===== config.mk =====
export PLATFORM = sky130hd
export DESIGN_NAME = memory_alert_rate_limiter
export DESIGN_NICKNAME = d
export VERILOG_FILES = /design/src/rtl/marl_pkg.sv /design/src/rtl/memory_alert_rate_limiter.sv
export SDC_FILE = /design/constraint.sdc
export NUM_CORES = 2
export LEC_CHECK = 0
export BUFFER_PORTS_ARGS = -buffer_cell sky130_fd_sc_hd__clkbuf_2
export CORE_UTILIZATION = 45
export CTS_BUF_LIST = sky130_fd_sc_hd__clkbuf_4 sky130_fd_sc_hd__clkbuf_8 sky130_fd_sc_hd__clkbuf_16
export CTS_CLUSTER_SIZE = 20
export DETAILED_ROUTE_END_ITERATION = 8
export GPL_ROUTABILITY_DRIVEN = 0
export PLACE_DENSITY = 0.69
export SLEW_MARGIN = 15
export SYNTH_ARGS = -nofsm -noshare
export SYNTH_HDL_FRONTEND = slang
export SYNTH_SLANG_ARGS = --single-unit

===== constraint.sdc =====
create_clock -name clk -period 8.4 [get_ports clk]
set_input_delay 0.84 -clock clk [delete_from_list [all_inputs] [get_ports clk]]
set_output_delay 0.84 -clock clk [all_outputs]
set_load 0.005 [all_outputs]

===== src/rtl/marl_pkg.sv =====
// ----------------------------------------------------------------------------
// marl_pkg
// shared types and constants of the memory alert rate limiter
// ----------------------------------------------------------------------------
package marl_pkg;

	// alert codes as they appear on the result channel
	typedef enum logic [3:0] {
		ALERT_NONE      = 4'd0,
		ALERT_PS_CRIT   = 4'd1,
		ALERT_PS_WARN   = 4'd2,
		ALERT_PS_NOTICE = 4'd3,
		ALERT_SRAM      = 4'd4,
		ALERT_FRAG      = 4'd5,
		ALERT_SD        = 4'd6,
		ALERT_FLASH80   = 4'd7,
		ALERT_FLASH90   = 4'd8
	} alert_kind_t;

	localparam int unsigned NUM_KINDS = 8;
	localparam int unsigned SLOT_W    = 3;

	// slot of each kind in the per-kind state (kind minus one)
	localparam logic [SLOT_W-1:0] SLOT_PS_CRIT   = 3'd0;
	localparam logic [SLOT_W-1:0] SLOT_PS_WARN   = 3'd1;
	localparam logic [SLOT_W-1:0] SLOT_PS_NOTICE = 3'd2;
	localparam logic [SLOT_W-1:0] SLOT_SRAM      = 3'd3;
	localparam logic [SLOT_W-1:0] SLOT_FRAG      = 3'd4;
	localparam logic [SLOT_W-1:0] SLOT_SD        = 3'd5;
	localparam logic [SLOT_W-1:0] SLOT_FLASH80   = 3'd6;
	localparam logic [SLOT_W-1:0] SLOT_FLASH90   = 3'd7;

	// configuration register indexes
	typedef enum logic [2:0] {
		CFG_CRIT_BYTES        = 3'd0,
		CFG_WARN_BYTES        = 3'd1,
		CFG_NOTICE_BYTES      = 3'd2,
		CFG_BLOCK_HEAVY_BYTES = 3'd3,
		CFG_SRAM_LOW_BYTES    = 3'd4,
		CFG_GLOBAL_GAP_MS     = 3'd5,
		CFG_COOLDOWN_MEM_MS   = 3'd6,
		CFG_COOLDOWN_FRAG_MS  = 3'd7
	} cfg_index_t;

	// register reset values
	localparam logic [31:0] RST_CRIT_BYTES        = 32'd5242880;
	localparam logic [31:0] RST_WARN_BYTES        = 32'd6291456;
	localparam logic [31:0] RST_NOTICE_BYTES      = 32'd8388608;
	localparam logic [31:0] RST_BLOCK_HEAVY_BYTES = 32'd1048576;
	localparam logic [31:0] RST_SRAM_LOW_BYTES    = 32'd32768;
	localparam logic [31:0] RST_GLOBAL_GAP_MS     = 32'd10000;
	localparam logic [31:0] RST_COOLDOWN_MEM_MS   = 32'd60000;
	localparam logic [31:0] RST_COOLDOWN_FRAG_MS  = 32'd300000;

	// reduced ratio factors: 100*l < 36*f is 25*l < 9*f,
	// 100*u >= 90*t is 10*u >= 9*t, 100*u >= 80*t is 5*u >= 4*t
	localparam logic [4:0] FRAG_L_MUL = 5'd25;
	localparam logic [3:0] FRAG_F_MUL = 4'd9;
	localparam logic [3:0] F90_U_MUL  = 4'd10;
	localparam logic [3:0] F90_T_MUL  = 4'd9;
	localparam logic [2:0] F80_U_MUL  = 3'd5;
	localparam logic [2:0] F80_T_MUL  = 3'd4;

endpackage


===== src/rtl/memory_alert_rate_limiter.sv =====
// ----------------------------------------------------------------------------
// memory_alert_rate_limiter
// picks at most one memory alert per snapshot, with a global gap and
// per-kind cooldowns
// ----------------------------------------------------------------------------
// path: an accepted item goes to the input register, then to the result register on out_*
// throughput: one item per cycle while out_stall is low; the input and result registers
//   form a two-stage pipe; cooldown state is updated as an item enters the result register
// reset: arst_n clears all history (no alert issued yet) and restores register defaults
module memory_alert_rate_limiter
	import marl_pkg::*;
#(
	parameter logic [31:0] COOLDOWN_FLASH_MS = 32'd3600000,
	parameter logic [31:0] COOLDOWN_SD_MS    = 32'd600000
) (
	input  logic        clk,
	input  logic        arst_n,

	// configuration writes
	input  logic        cfg_we,
	input  logic [2:0]  cfg_index,
	input  logic [31:0] cfg_data,

	// snapshot channel
	input  logic        in_valid,
	output logic        in_stall,
	input  logic        ps_present,
	input  logic [31:0] ps_free,
	input  logic [31:0] ps_largest,
	input  logic        int_present,
	input  logic [31:0] int_free,
	input  logic        flash_valid,
	input  logic [31:0] flash_used,
	input  logic [31:0] flash_total,
	input  logic        sd_error,
	input  logic [31:0] now_ms,

	// alert channel
	output logic        out_valid,
	input  logic        out_stall,
	output logic [3:0]  alert
);

	// configuration registers
	logic [31:0] crit_bytes_q;
	logic [31:0] warn_bytes_q;
	logic [31:0] notice_bytes_q;
	logic [31:0] block_heavy_bytes_q;
	logic [31:0] sram_low_bytes_q;
	logic [31:0] global_gap_ms_q;
	logic [31:0] cooldown_mem_ms_q;
	logic [31:0] cooldown_frag_ms_q;

	// history
	logic [31:0]          last_issue_time_q [NUM_KINDS];
	logic [NUM_KINDS-1:0] issued_mask_q;
	logic [31:0]          last_any_time_q;
	logic                 any_issued_q;

	// input stage
	logic        valid_s1;
	logic        ps_present_s1;
	logic [31:0] ps_free_s1;
	logic [31:0] ps_largest_s1;
	logic        int_present_s1;
	logic [31:0] int_free_s1;
	logic        flash_valid_s1;
	logic [31:0] flash_used_s1;
	logic [31:0] flash_total_s1;
	logic        sd_error_s1;
	logic [31:0] now_ms_s1;

	// result stage
	logic        out_valid_q;
	alert_kind_t alert_q;

	// handshake
	logic in_take;
	logic s1_move;

	// decision logic
	logic [31:0]          cooldown [NUM_KINDS];
	logic [NUM_KINDS-1:0] ready;
	logic [NUM_KINDS-1:0] cand;
	logic [NUM_KINDS-1:0] fire;
	logic                 gap_block;
	logic                 ps_crit;
	logic                 ps_warn;
	logic                 ps_notice;
	logic                 frag_hi;
	logic                 flash_ok;
	logic                 flash90;
	logic                 flash80;
	logic [36:0]          frag_lhs;
	logic [35:0]          frag_rhs;
	logic [35:0]          f90_lhs;
	logic [35:0]          f90_rhs;
	logic [34:0]          f80_lhs;
	logic [34:0]          f80_rhs;
	alert_kind_t          pick;
	logic [SLOT_W-1:0]    pick_slot;
	logic [31:0]          gap_elapsed;

	// stage 1 advances when the result register is free or being emptied
	assign s1_move  = valid_s1 && (!out_valid_q || !out_stall);
	assign in_stall = valid_s1 && !s1_move;
	assign in_take  = in_valid && !in_stall;

	assign out_valid = out_valid_q;
	assign alert     = alert_q;

	// ---------------------------------------------------------------- config
	always_ff @(posedge clk or negedge arst_n) begin
		if (!arst_n) begin
			crit_bytes_q        <= RST_CRIT_BYTES;
			warn_bytes_q        <= RST_WARN_BYTES;
			notice_bytes_q      <= RST_NOTICE_BYTES;
			block_heavy_bytes_q <= RST_BLOCK_HEAVY_BYTES;
			sram_low_bytes_q    <= RST_SRAM_LOW_BYTES;
			global_gap_ms_q     <= RST_GLOBAL_GAP_MS;
			cooldown_mem_ms_q   <= RST_COOLDOWN_MEM_MS;
			cooldown_frag_ms_q  <= RST_COOLDOWN_FRAG_MS;
		end else if (cfg_we) begin
			unique case (cfg_index_t'(cfg_index))
				CFG_CRIT_BYTES:        crit_bytes_q        <= cfg_data;
				CFG_WARN_BYTES:        warn_bytes_q        <= cfg_data;
				CFG_NOTICE_BYTES:      notice_bytes_q      <= cfg_data;
				CFG_BLOCK_HEAVY_BYTES: block_heavy_bytes_q <= cfg_data;
				CFG_SRAM_LOW_BYTES:    sram_low_bytes_q    <= cfg_data;
				CFG_GLOBAL_GAP_MS:     global_gap_ms_q     <= cfg_data;
				CFG_COOLDOWN_MEM_MS:   cooldown_mem_ms_q   <= cfg_data;
				CFG_COOLDOWN_FRAG_MS:  cooldown_frag_ms_q  <= cfg_data;
			endcase
		end
	end

	// ----------------------------------------------------------- input stage
	always_ff @(posedge clk or negedge arst_n) begin
		if (!arst_n) begin
			valid_s1 <= 1'b0;
		end else if (in_take) begin
			valid_s1 <= 1'b1;
		end else if (s1_move) begin
			valid_s1 <= 1'b0;
		end
	end

	// payload only, no reset needed
	always_ff @(posedge clk) begin
		if (in_take) begin
			ps_present_s1  <= ps_present;
			ps_free_s1     <= ps_free;
			ps_largest_s1  <= ps_largest;
			int_present_s1 <= int_present;
			int_free_s1    <= int_free;
			flash_valid_s1 <= flash_valid;
			flash_used_s1  <= flash_used;
			flash_total_s1 <= flash_total;
			sd_error_s1    <= sd_error;
			now_ms_s1      <= now_ms;
		end
	end

	// -------------------------------------------------------- candidate set
	// psram level gives at most one of critical, warning, notice
	assign ps_crit   = (ps_free_s1 < crit_bytes_q) || (ps_largest_s1 < block_heavy_bytes_q);
	assign ps_warn   = !ps_crit && (ps_free_s1 < warn_bytes_q);
	assign ps_notice = !ps_crit && !ps_warn && (ps_free_s1 < notice_bytes_q);

	// fragmentation above 64%: largest*100 < free*36, reduced by four
	assign frag_lhs = 37'(ps_largest_s1) * 37'(FRAG_L_MUL);
	assign frag_rhs = 36'(ps_free_s1) * 36'(FRAG_F_MUL);
	assign frag_hi  = frag_lhs < 37'(frag_rhs);

	// flash fill, used above the total simply lands in the 90% bucket
	assign f90_lhs  = 36'(flash_used_s1) * 36'(F90_U_MUL);
	assign f90_rhs  = 36'(flash_total_s1) * 36'(F90_T_MUL);
	assign f80_lhs  = 35'(flash_used_s1) * 35'(F80_U_MUL);
	assign f80_rhs  = 35'(flash_total_s1) * 35'(F80_T_MUL);
	assign flash_ok = flash_valid_s1 && (flash_total_s1 != 32'd0);
	assign flash90  = flash_ok && (f90_lhs >= f90_rhs);
	assign flash80  = flash_ok && !flash90 && (f80_lhs >= f80_rhs);

	always_comb begin
		cand                 = '0;
		cand[SLOT_PS_CRIT]   = ps_present_s1 && ps_crit;
		cand[SLOT_PS_WARN]   = ps_present_s1 && ps_warn;
		cand[SLOT_PS_NOTICE] = ps_present_s1 && ps_notice;
		cand[SLOT_SRAM]      = int_present_s1 && (int_free_s1 < sram_low_bytes_q);
		cand[SLOT_FRAG]      = ps_present_s1 && (ps_free_s1 >= warn_bytes_q) && frag_hi;
		cand[SLOT_SD]        = sd_error_s1;
		cand[SLOT_FLASH80]   = flash80;
		cand[SLOT_FLASH90]   = flash90;
	end

	// ------------------------------------------------------------- cooldowns
	always_comb begin
		cooldown[SLOT_PS_CRIT]   = cooldown_mem_ms_q;
		cooldown[SLOT_PS_WARN]   = cooldown_mem_ms_q;
		cooldown[SLOT_PS_NOTICE] = cooldown_mem_ms_q;
		cooldown[SLOT_SRAM]      = cooldown_mem_ms_q;
		cooldown[SLOT_FRAG]      = cooldown_frag_ms_q;
		cooldown[SLOT_SD]        = COOLDOWN_SD_MS;
		cooldown[SLOT_FLASH80]   = COOLDOWN_FLASH_MS;
		cooldown[SLOT_FLASH90]   = COOLDOWN_FLASH_MS;
	end

	// a kind is ready if never issued or its cooldown has run out (wrapping time)
	always_comb begin
		for (int k = 0; k < NUM_KINDS; k++) begin
			ready[k] = !issued_mask_q[k] ||
				((now_ms_s1 - last_issue_time_q[k]) >= cooldown[k]);
		end
	end

	assign gap_elapsed = now_ms_s1 - last_any_time_q;
	assign gap_block   = any_issued_q && (gap_elapsed < global_gap_ms_q);
	assign fire        = gap_block ? '0 : (cand & ready);

	// priority pick; psram kinds exclude each other, as do the two flash kinds
	always_comb begin
		pick      = ALERT_NONE;
		pick_slot = SLOT_PS_CRIT;
		priority if (fire[SLOT_PS_CRIT]) begin
			pick      = ALERT_PS_CRIT;
			pick_slot = SLOT_PS_CRIT;
		end else if (fire[SLOT_PS_WARN]) begin
			pick      = ALERT_PS_WARN;
			pick_slot = SLOT_PS_WARN;
		end else if (fire[SLOT_PS_NOTICE]) begin
			pick      = ALERT_PS_NOTICE;
			pick_slot = SLOT_PS_NOTICE;
		end else if (fire[SLOT_SRAM]) begin
			pick      = ALERT_SRAM;
			pick_slot = SLOT_SRAM;
		end else if (fire[SLOT_FRAG]) begin
			pick      = ALERT_FRAG;
			pick_slot = SLOT_FRAG;
		end else if (fire[SLOT_SD]) begin
			pick      = ALERT_SD;
			pick_slot = SLOT_SD;
		end else if (fire[SLOT_FLASH90]) begin
			pick      = ALERT_FLASH90;
			pick_slot = SLOT_FLASH90;
		end else if (fire[SLOT_FLASH80]) begin
			pick      = ALERT_FLASH80;
			pick_slot = SLOT_FLASH80;
		end else begin
			// nothing ready, or inside the global gap
			pick      = ALERT_NONE;
			pick_slot = SLOT_PS_CRIT;
		end
	end

	// --------------------------------------------------------------- history
	// updated as the item moves into the result register, so the next item
	// in stage 1 already sees it
	always_ff @(posedge clk or negedge arst_n) begin
		if (!arst_n) begin
			for (int k = 0; k < NUM_KINDS; k++) begin
				last_issue_time_q[k] <= '0;
			end
			issued_mask_q   <= '0;
			last_any_time_q <= '0;
			any_issued_q    <= 1'b0;
		end else if (s1_move && (pick != ALERT_NONE)) begin
			last_issue_time_q[pick_slot] <= now_ms_s1;
			issued_mask_q[pick_slot]     <= 1'b1;
			last_any_time_q              <= now_ms_s1;
			any_issued_q                 <= 1'b1;
		end
	end

	// --------------------------------------------------------- result stage
	always_ff @(posedge clk or negedge arst_n) begin
		if (!arst_n) begin
			out_valid_q <= 1'b0;
		end else if (s1_move) begin
			out_valid_q <= 1'b1;
		end else if (!out_stall) begin
			out_valid_q <= 1'b0;
		end
	end

	always_ff @(posedge clk) begin
		if (s1_move) begin
			alert_q <= pick;
		end
	end

	// ------------------------------------------------------------ assertions
	// stall only while the input stage holds an item
	a_stall_needs_item: assert property (@(posedge clk) disable iff (!arst_n)
		in_stall |-> valid_s1)
		else $error("input stalled with empty stage");

	// any_issued tracks the per-kind mask
	a_any_matches_mask: assert property (@(posedge clk) disable iff (!arst_n)
		any_issued_q == (issued_mask_q != '0))
		else $error("any_issued out of step with issued mask");

	// an issued alert is recorded for its kind and shows up on the output
	a_issue_recorded: assert property (@(posedge clk) disable iff (!arst_n)
		(s1_move && (pick != ALERT_NONE)) |=>
			(issued_mask_q[$past(pick_slot)] && (last_any_time_q == $past(now_ms_s1))
			 && out_valid_q && (alert_q == $past(pick))))
		else $error("issued alert not recorded");

	// within the global gap nothing is issued
	a_gap_quiet: assert property (@(posedge clk) disable iff (!arst_n)
		(s1_move && gap_block) |=> (alert_q == ALERT_NONE))
		else $error("alert issued inside global gap");

endmodule

Yosys cells after proc, flatten, opt, wreduce, memory -nomap -nowiden
Cells that the tools add are included.
- multiplexer cells: 26
- $add $sub $neg: 9
- multiply operators: 5
- equality and inequality tests: 8
- bitwise logic cells: 3
- reductions and logical operators: 57
- order comparisons: 22
- operators with widths (kind ; number):
    subtractor 32 bit ; 9
    bitwise mux 256 bit ; 1
    >= comparator 32 bit ; 6
    less-than comparator 32 bit ; 6
    demux 32 bit (select 3 bit) ; 1
    multiplier 32 x 4 -> 36 bit (second input constant) ; 2
    multiplier 32 x 3 -> 35 bit (second input constant) ; 2
    >= comparator 32 x 22 -> 1 bit (second input constant) ; 2
    less-than comparator 37 x 36 -> 1 bit ; 1
    multiplier 32 x 5 -> 37 bit (second input constant) ; 1
    >= comparator 36 bit ; 1
    >= comparator 35 x 34 -> 1 bit ; 1
    >= comparator 32 x 20 -> 1 bit (second input constant) ; 1
    2-to-1 mux 32 bit ; 1
    nonzero test 32 bit ; 1
    2-to-1 mux 4 bit ; 7
    2-to-1 mux 3 bit ; 9
    logical AND 1 bit ; 20
    AND reduction 2 bit ; 8
    logical NOT 1 bit ; 15
    equality test 3 bit (second input constant) ; 4
    logical OR 1 bit ; 10
    AND 8 bit ; 1
    2-to-1 mux 8 bit ; 1
    14 further kinds ; 19
- output and inout port bits: 6
- logic and storage cells: 162
- bits of input ports: 236
- register bits after elaboration: 755

Logic depth before layout (Yosys ltp)
- word-level depth: 24
- depth in mapped cells: 35

Least setup slack after synthesis
OpenSTA, ideal clock, no wires.
- kind: register -> register
- start: register now_ms_s1[0]
- end: register last_issue_time_q[67] (netlist name)
- setup slack: 1.054 ns
- stages on the path, launching flop included: 35
- data arrival time: 7.221 ns
- data required time: 8.275 ns
- clock period less this slack: 7.346 ns
- path through: edfxtp_1 -> clkbuf_1 -> inv_1 -> ha_1 -> inv_1 -> fa_1 -> a21o_1 -> a21oi_1 -> nand2b_1 -> a211oi_1 -> nor3_1 -> o21ai_0 -> o21bai_1 -> o211a_1 -> a21oi_1 -> a211o_1 -> o211ai_1 -> o21bai_1 -> a21oi_1 -> xnor2_1 -> ha_1 -> nand4_1 -> nor4_1 -> a221oi_1 -> o21ai_0 -> a311oi_1 -> or4_1 -> and3b_1 -> nand2_1 -> a21oi_1 -> or2_1 -> o21ai_1 -> a2111oi_4 -> buf_6 -> mux2_2
- word-level cells in the longest chain between the ends: 19
- RTL lines (item ; line ; source):
    from (decl) ; memory_alert_rate_limiter.sv:71 ; logic [31:0] now_ms_s1;
    from (signal assigned) ; memory_alert_rate_limiter.sv:160 ; now_ms_s1 <= now_ms;
    subtractor 32 bit ; memory_alert_rate_limiter.sv:212 ; ((now_ms_s1 - last_issue_time_q[k]) >= cooldown[k]);
    >= comparator 32 x 22 -> 1 bit ; memory_alert_rate_limiter.sv:212 ;
    logical OR 1 bit ; memory_alert_rate_limiter.sv:211 ; ready[k] = !issued_mask_q[k] ||
    AND 8 bit ; memory_alert_rate_limiter.sv:218 ; assign fire = gap_block ? '0 : (cand & ready);
    2-to-1 mux 8 bit * ; memory_alert_rate_limiter.sv:218 ;
    2-to-1 mux 3 bit ; memory_alert_rate_limiter.sv:245 ; end else if (fire[SLOT_FLASH80]) begin
    2-to-1 mux 3 bit ; memory_alert_rate_limiter.sv:242 ; end else if (fire[SLOT_FLASH90]) begin
    2-to-1 mux 3 bit ; memory_alert_rate_limiter.sv:239 ; end else if (fire[SLOT_SD]) begin
    (+3 left out) ; n/a ;
    2-to-1 mux 3 bit ; memory_alert_rate_limiter.sv:227 ; end else if (fire[SLOT_PS_WARN]) begin
    2-to-1 mux 3 bit ; memory_alert_rate_limiter.sv:224 ; priority if (fire[SLOT_PS_CRIT]) begin
    NOT 3 -> 4 bit (implied by the code) ; memory_alert_rate_limiter.sv:267 ; last_issue_time_q[pick_slot] <= now_ms_s1;
    >= comparator 4 bit (implied by the code) or less-than comparator 4 x 1 -> 1 bit (tied branches) ; memory_alert_rate_limiter.sv:267 ;
    logical AND 1 bit (implied by the code) ; memory_alert_rate_limiter.sv:267 ;
    2-to-1 mux 32 bit (implied by the code) ; memory_alert_rate_limiter.sv:267 ;
    demux 32 bit (select 3 bit) ; memory_alert_rate_limiter.sv:267 ;
    bitwise mux 256 bit ; memory_alert_rate_limiter.sv:267 ;
    to (signal, indexed assignment) ; memory_alert_rate_limiter.sv:267 ;
    to (decl) ; memory_alert_rate_limiter.sv:55 ; logic [31:0] last_issue_time_q [NUM_KINDS];
Every way passes the cells marked *; elsewhere a longest branch is shown, timed or not.
A chain may end at the register's enable or synchronous reset.

Worst setup path after layout
- start: register ps_free_s1[5]
- end: register last_any_time_q[2]
- word-level cells in the longest chain between the ends: 15
- RTL lines (item ; line ; source):
    from (decl) ; memory_alert_rate_limiter.sv:63 ; logic [31:0] ps_free_s1;
    from (signal assigned) ; memory_alert_rate_limiter.sv:152 ; ps_free_s1 <= ps_free;
    branches (longest 8 deep; another with less-than comparator 37 x 36 -> 1 bit) ; n/a ;
    AND 8 bit * ; memory_alert_rate_limiter.sv:218 ;
    2-to-1 mux 8 bit * ; memory_alert_rate_limiter.sv:218 ;
    branches (longest 2 deep; another with 2-to-1 mux 4 bit) ; n/a ;
    2-to-1 mux 4 bit * ; memory_alert_rate_limiter.sv:224 ;
    net pick[0] ; memory_alert_rate_limiter.sv:100 ; alert_kind_t pick;
    nonzero test 4 bit * ; memory_alert_rate_limiter.sv:266 ; end else if (s1_move && (pick != ALERT_NONE)) begin
    logical AND 1 bit * ; memory_alert_rate_limiter.sv:266 ;
    to (signal assigned) ; memory_alert_rate_limiter.sv:269 ; last_any_time_q <= now_ms_s1;
    to (decl) ; memory_alert_rate_limiter.sv:57 ; logic [31:0] last_any_time_q;
Mark *: on every way through the listed nets, which the timed path passes.

==> key figures <==
Run status
  • Status: complete, no violations

Critical path
  • Critical path arrival: 8500 ps
  • Most numerous cell on the critical path: buf_4
  • Crit-path max FO: 33
  • Crit path kind: reg2reg
  • Required time worst endpoint: 8980 ps
  • Worst r2r src: ps_free_s1[5]
  • Launch point of the worst path: ps_free_s1[5]
  • Crit path max-delay family: compound AO/OA/AOI/OAI gates
  • Critical path's slowest cell: edfxtp_1
  • CP bufs+invs: 6
  • Critical Path Start Type: flop
  • CP peak stage delay: 510 ps
  • CP Capture Type: flop

Synthesis
  • Most numerous cell in the Yosys netlist: ha_1
  • Sequential area share after synthesis: 33.1%
  • Cell variety after synth: 94
  • Mux contribution to synthesized area: 8.22%
  • Most frequent cells after synthesis: ha_1 (1005), inv_1 (784), dfrtp_1 (528)
  • Syn avg cell area: 9.74 sq um
  • Yosys warns: 0
  • Syn nets: 7459
  • EDFF count, synth: 200
  • Largest area contributor in the netlist: dfrtp_1
  • Synth Area in Adders: 22.2%
  • Synth Area in Simple Gates: 10.5%
  • Post-synthesis xor/xnor area fraction: 4.69%
  • Synth Register Bits: 755
  • Area of the mapped netlist: 60200 sq um
  • Compound-Gate Fraction of Synth Area: 15.6%
  • Fraction of registers with async set or reset after synthesis: 73.5%
  • Gate Count Post-Synth: 6179
  • Area contributors post-synth: dfrtp_1 (22%), ha_1 (21%), edfxtp_1 (10%)
  • Main combinational cell family by area after synthesis: adder cells
  • Share of the synthesized area in the top cell type: 22.0%
  • Dominant synthesized flop cell: dfrtp_1

Global route
  • First-pass GRT wire length: 250000 um
  • Vias in the first global route: 46500
  • Initial antenna violation count: 11
  • Grt ovf: 0
  • Gr usage total: 23.1%
  • Largest net degree at the start of global routing: 158

Routing
  • DRC viols: 0
  • Pre-antenna DRT Iters: 6
  • WL per Instance: 18.9 um
  • Post-DRT Antenna Nets: 0
  • Routed vias/inst: 5.61
  • Drt first-iter violations: 2578
  • Final WL: 157000 um
  • Vias post-DR: 46800

STA
  • Clock Skews: 54.5 ps
  • Fin crit period: 7930 ps
  • Least-Margin Pin Slew: 1090 ps
  • Setup violations, final: 0
  • Setup slack after layout: 473 ps
  • Final setup TNS: 0 ps
  • Max Clk Rate: 126 MHz
  • Fin. max-slew vios: 0
  • Final Hold Fails: 0
  • Fin crit share: 94.4%
  • RSZ-0062 raised after global routing: false
  • Rel. slew slack: 26.6%

Power
  • Net Sw Frac: 41.3%
  • Switching pwr: 0.00925 W
  • Peak supply drop: 0.231 mV
  • P_int: 0.0132 W
  • Clk pwr share: 18.6%
  • Pwr Density: 333 nW/um^2
  • Pwr Total: 0.0224 W
  • Leak Pwr: 31.8 nW
  • Flop pwr share: 24.0%
  • Comb power frac: 57.4%

Die
  • Die Ht: 368 um
  • Core Footprint: 132000 sq um
  • Die area: 135000 sq um
  • Chip width: 368 um
  • Starting Density: 45.5%
  • # rows: 133
  • # IOs: 242

Clock tree
  • Clk pin slew, worst setup/hold paths: 60 ps
  • CTS sink cnt: 755
  • Worst-skew pair later-pin latency: 740 ps
  • Root Buffer: clkbuf_16
  • CTS tree: built
  • Clock buffer count from CTS: 90
  • Clk buf depth: 3
  • H-tree depth: 3

Cells and area
  • Layout cells sized above 1: 15.4%
  • Biggest register: last_issue_time_q
  • N_diodes: 0
  • Final net count: 7790
  • Area Growth Syn to Fin: 11.8%
  • Non-filler cells, final: 8340
  • Filler cells: 12000
  • Number of flip-flops under the largest register name: 256
  • Final Core Density: 50.9%

Placed design
  • HPWL Detailed: 120000 um
  • Port bufs: 241
  • Dpl ws: 350 ps
  • Placed cell count: 8166

Job
  • Number of max-cap violations: 0

Worst hold path
  • Worst Hold Class: in2async
metrics by stage:
stage                     area [sq um]  hold WS [ps]
after floorplan                  60200           414
after global placement           64000           432
after detailed placement         64000           433
after CTS                        67100           210
after global routing             67300           251
final                            67300           196
metal layers:
layer  track usage (%)  routed length (um)  up-vias
li1                  -                   -    22800
met1              30.2               70200    22600
met2              39.7               74900     1073
met3              2.26                7070      273
met4              8.23                5310        2
met5                 0                  13        -
layout make-up:
cell class              instances  area, sq um  area share (%)
clock buffers                 120         2630            3.91
multi-input cells            4543        36900            54.9
inverters                     785         2950            4.38
repair buffers                335         2090            3.11
clock inverters                47          552           0.820
well taps                    1755         2200            3.26
flip-flops and latches        755        19900            29.6
power groups by stage:
stage	sequential (W)	clock (W)	combinational, W
4_1_cts	0.00539	0.00425	0.0128
6_report	0.00538	0.00416	0.0129
3_5_place_dp	0.00545	0	0.0126
2_1_floorplan	0.00529	0	0.00981
3_3_place_gp	0.00541	0	0.0122
5_1_grt	0.00551	0.00439	0.0144
layout by cell type (no fill, tap or decap), types with 114 or more instances in the layout:
master / n
xnor2_1: 208
xor2_1: 114
edfxtp_1: 200
ha_1: 1005
a21oi_1: 412
nand2_1: 359
clkbuf_2: 240
a21o_1: 174
o21ai_0: 370
nor2_1: 279
dfrtp_1: 528
inv_1: 784
mux2_2: 381
final timing paths:
kind                                                to  slack, ps  cells past startpoint
min in group clk                     ps_largest_s1[21]        280                      1
worst max-delay path                last_any_time_q[2]        470                     35
worst min-delay path              sram_low_bytes_q[26]        200                      1
worst min register to register        issued_mask_q[6]        450                      2
max in group asynchronous       last_issue_time_q[161]       6140                      3
worst max register to register      last_any_time_q[2]        470                     35
cells by family (layout without fill, tap and decap cells):
group,Yosys count,after routing
XOR/XNOR,322,322
buffers and inverters,881,1287
flip-flops,755,755
AO/OA/AOI/OAI,1464,1464
AND/OR/NAND/NOR,1281,1281
multiplexers,432,432
adder cells (fa/ha/maj),1044,1044
repair_timing:
| action | 4_1_cts | 5_1_grt |
|---|---|---|
| buffers inserted | 0 | 6 |
| setup endpoints to repair | 0 | 295 |
| hold buffers | 0 | 0 |
| gates resized for setup | 0 | 16 |
| hold endpoints to repair | 0 | 0 |
No activity file was read; power rests on OpenSTA's default activity.
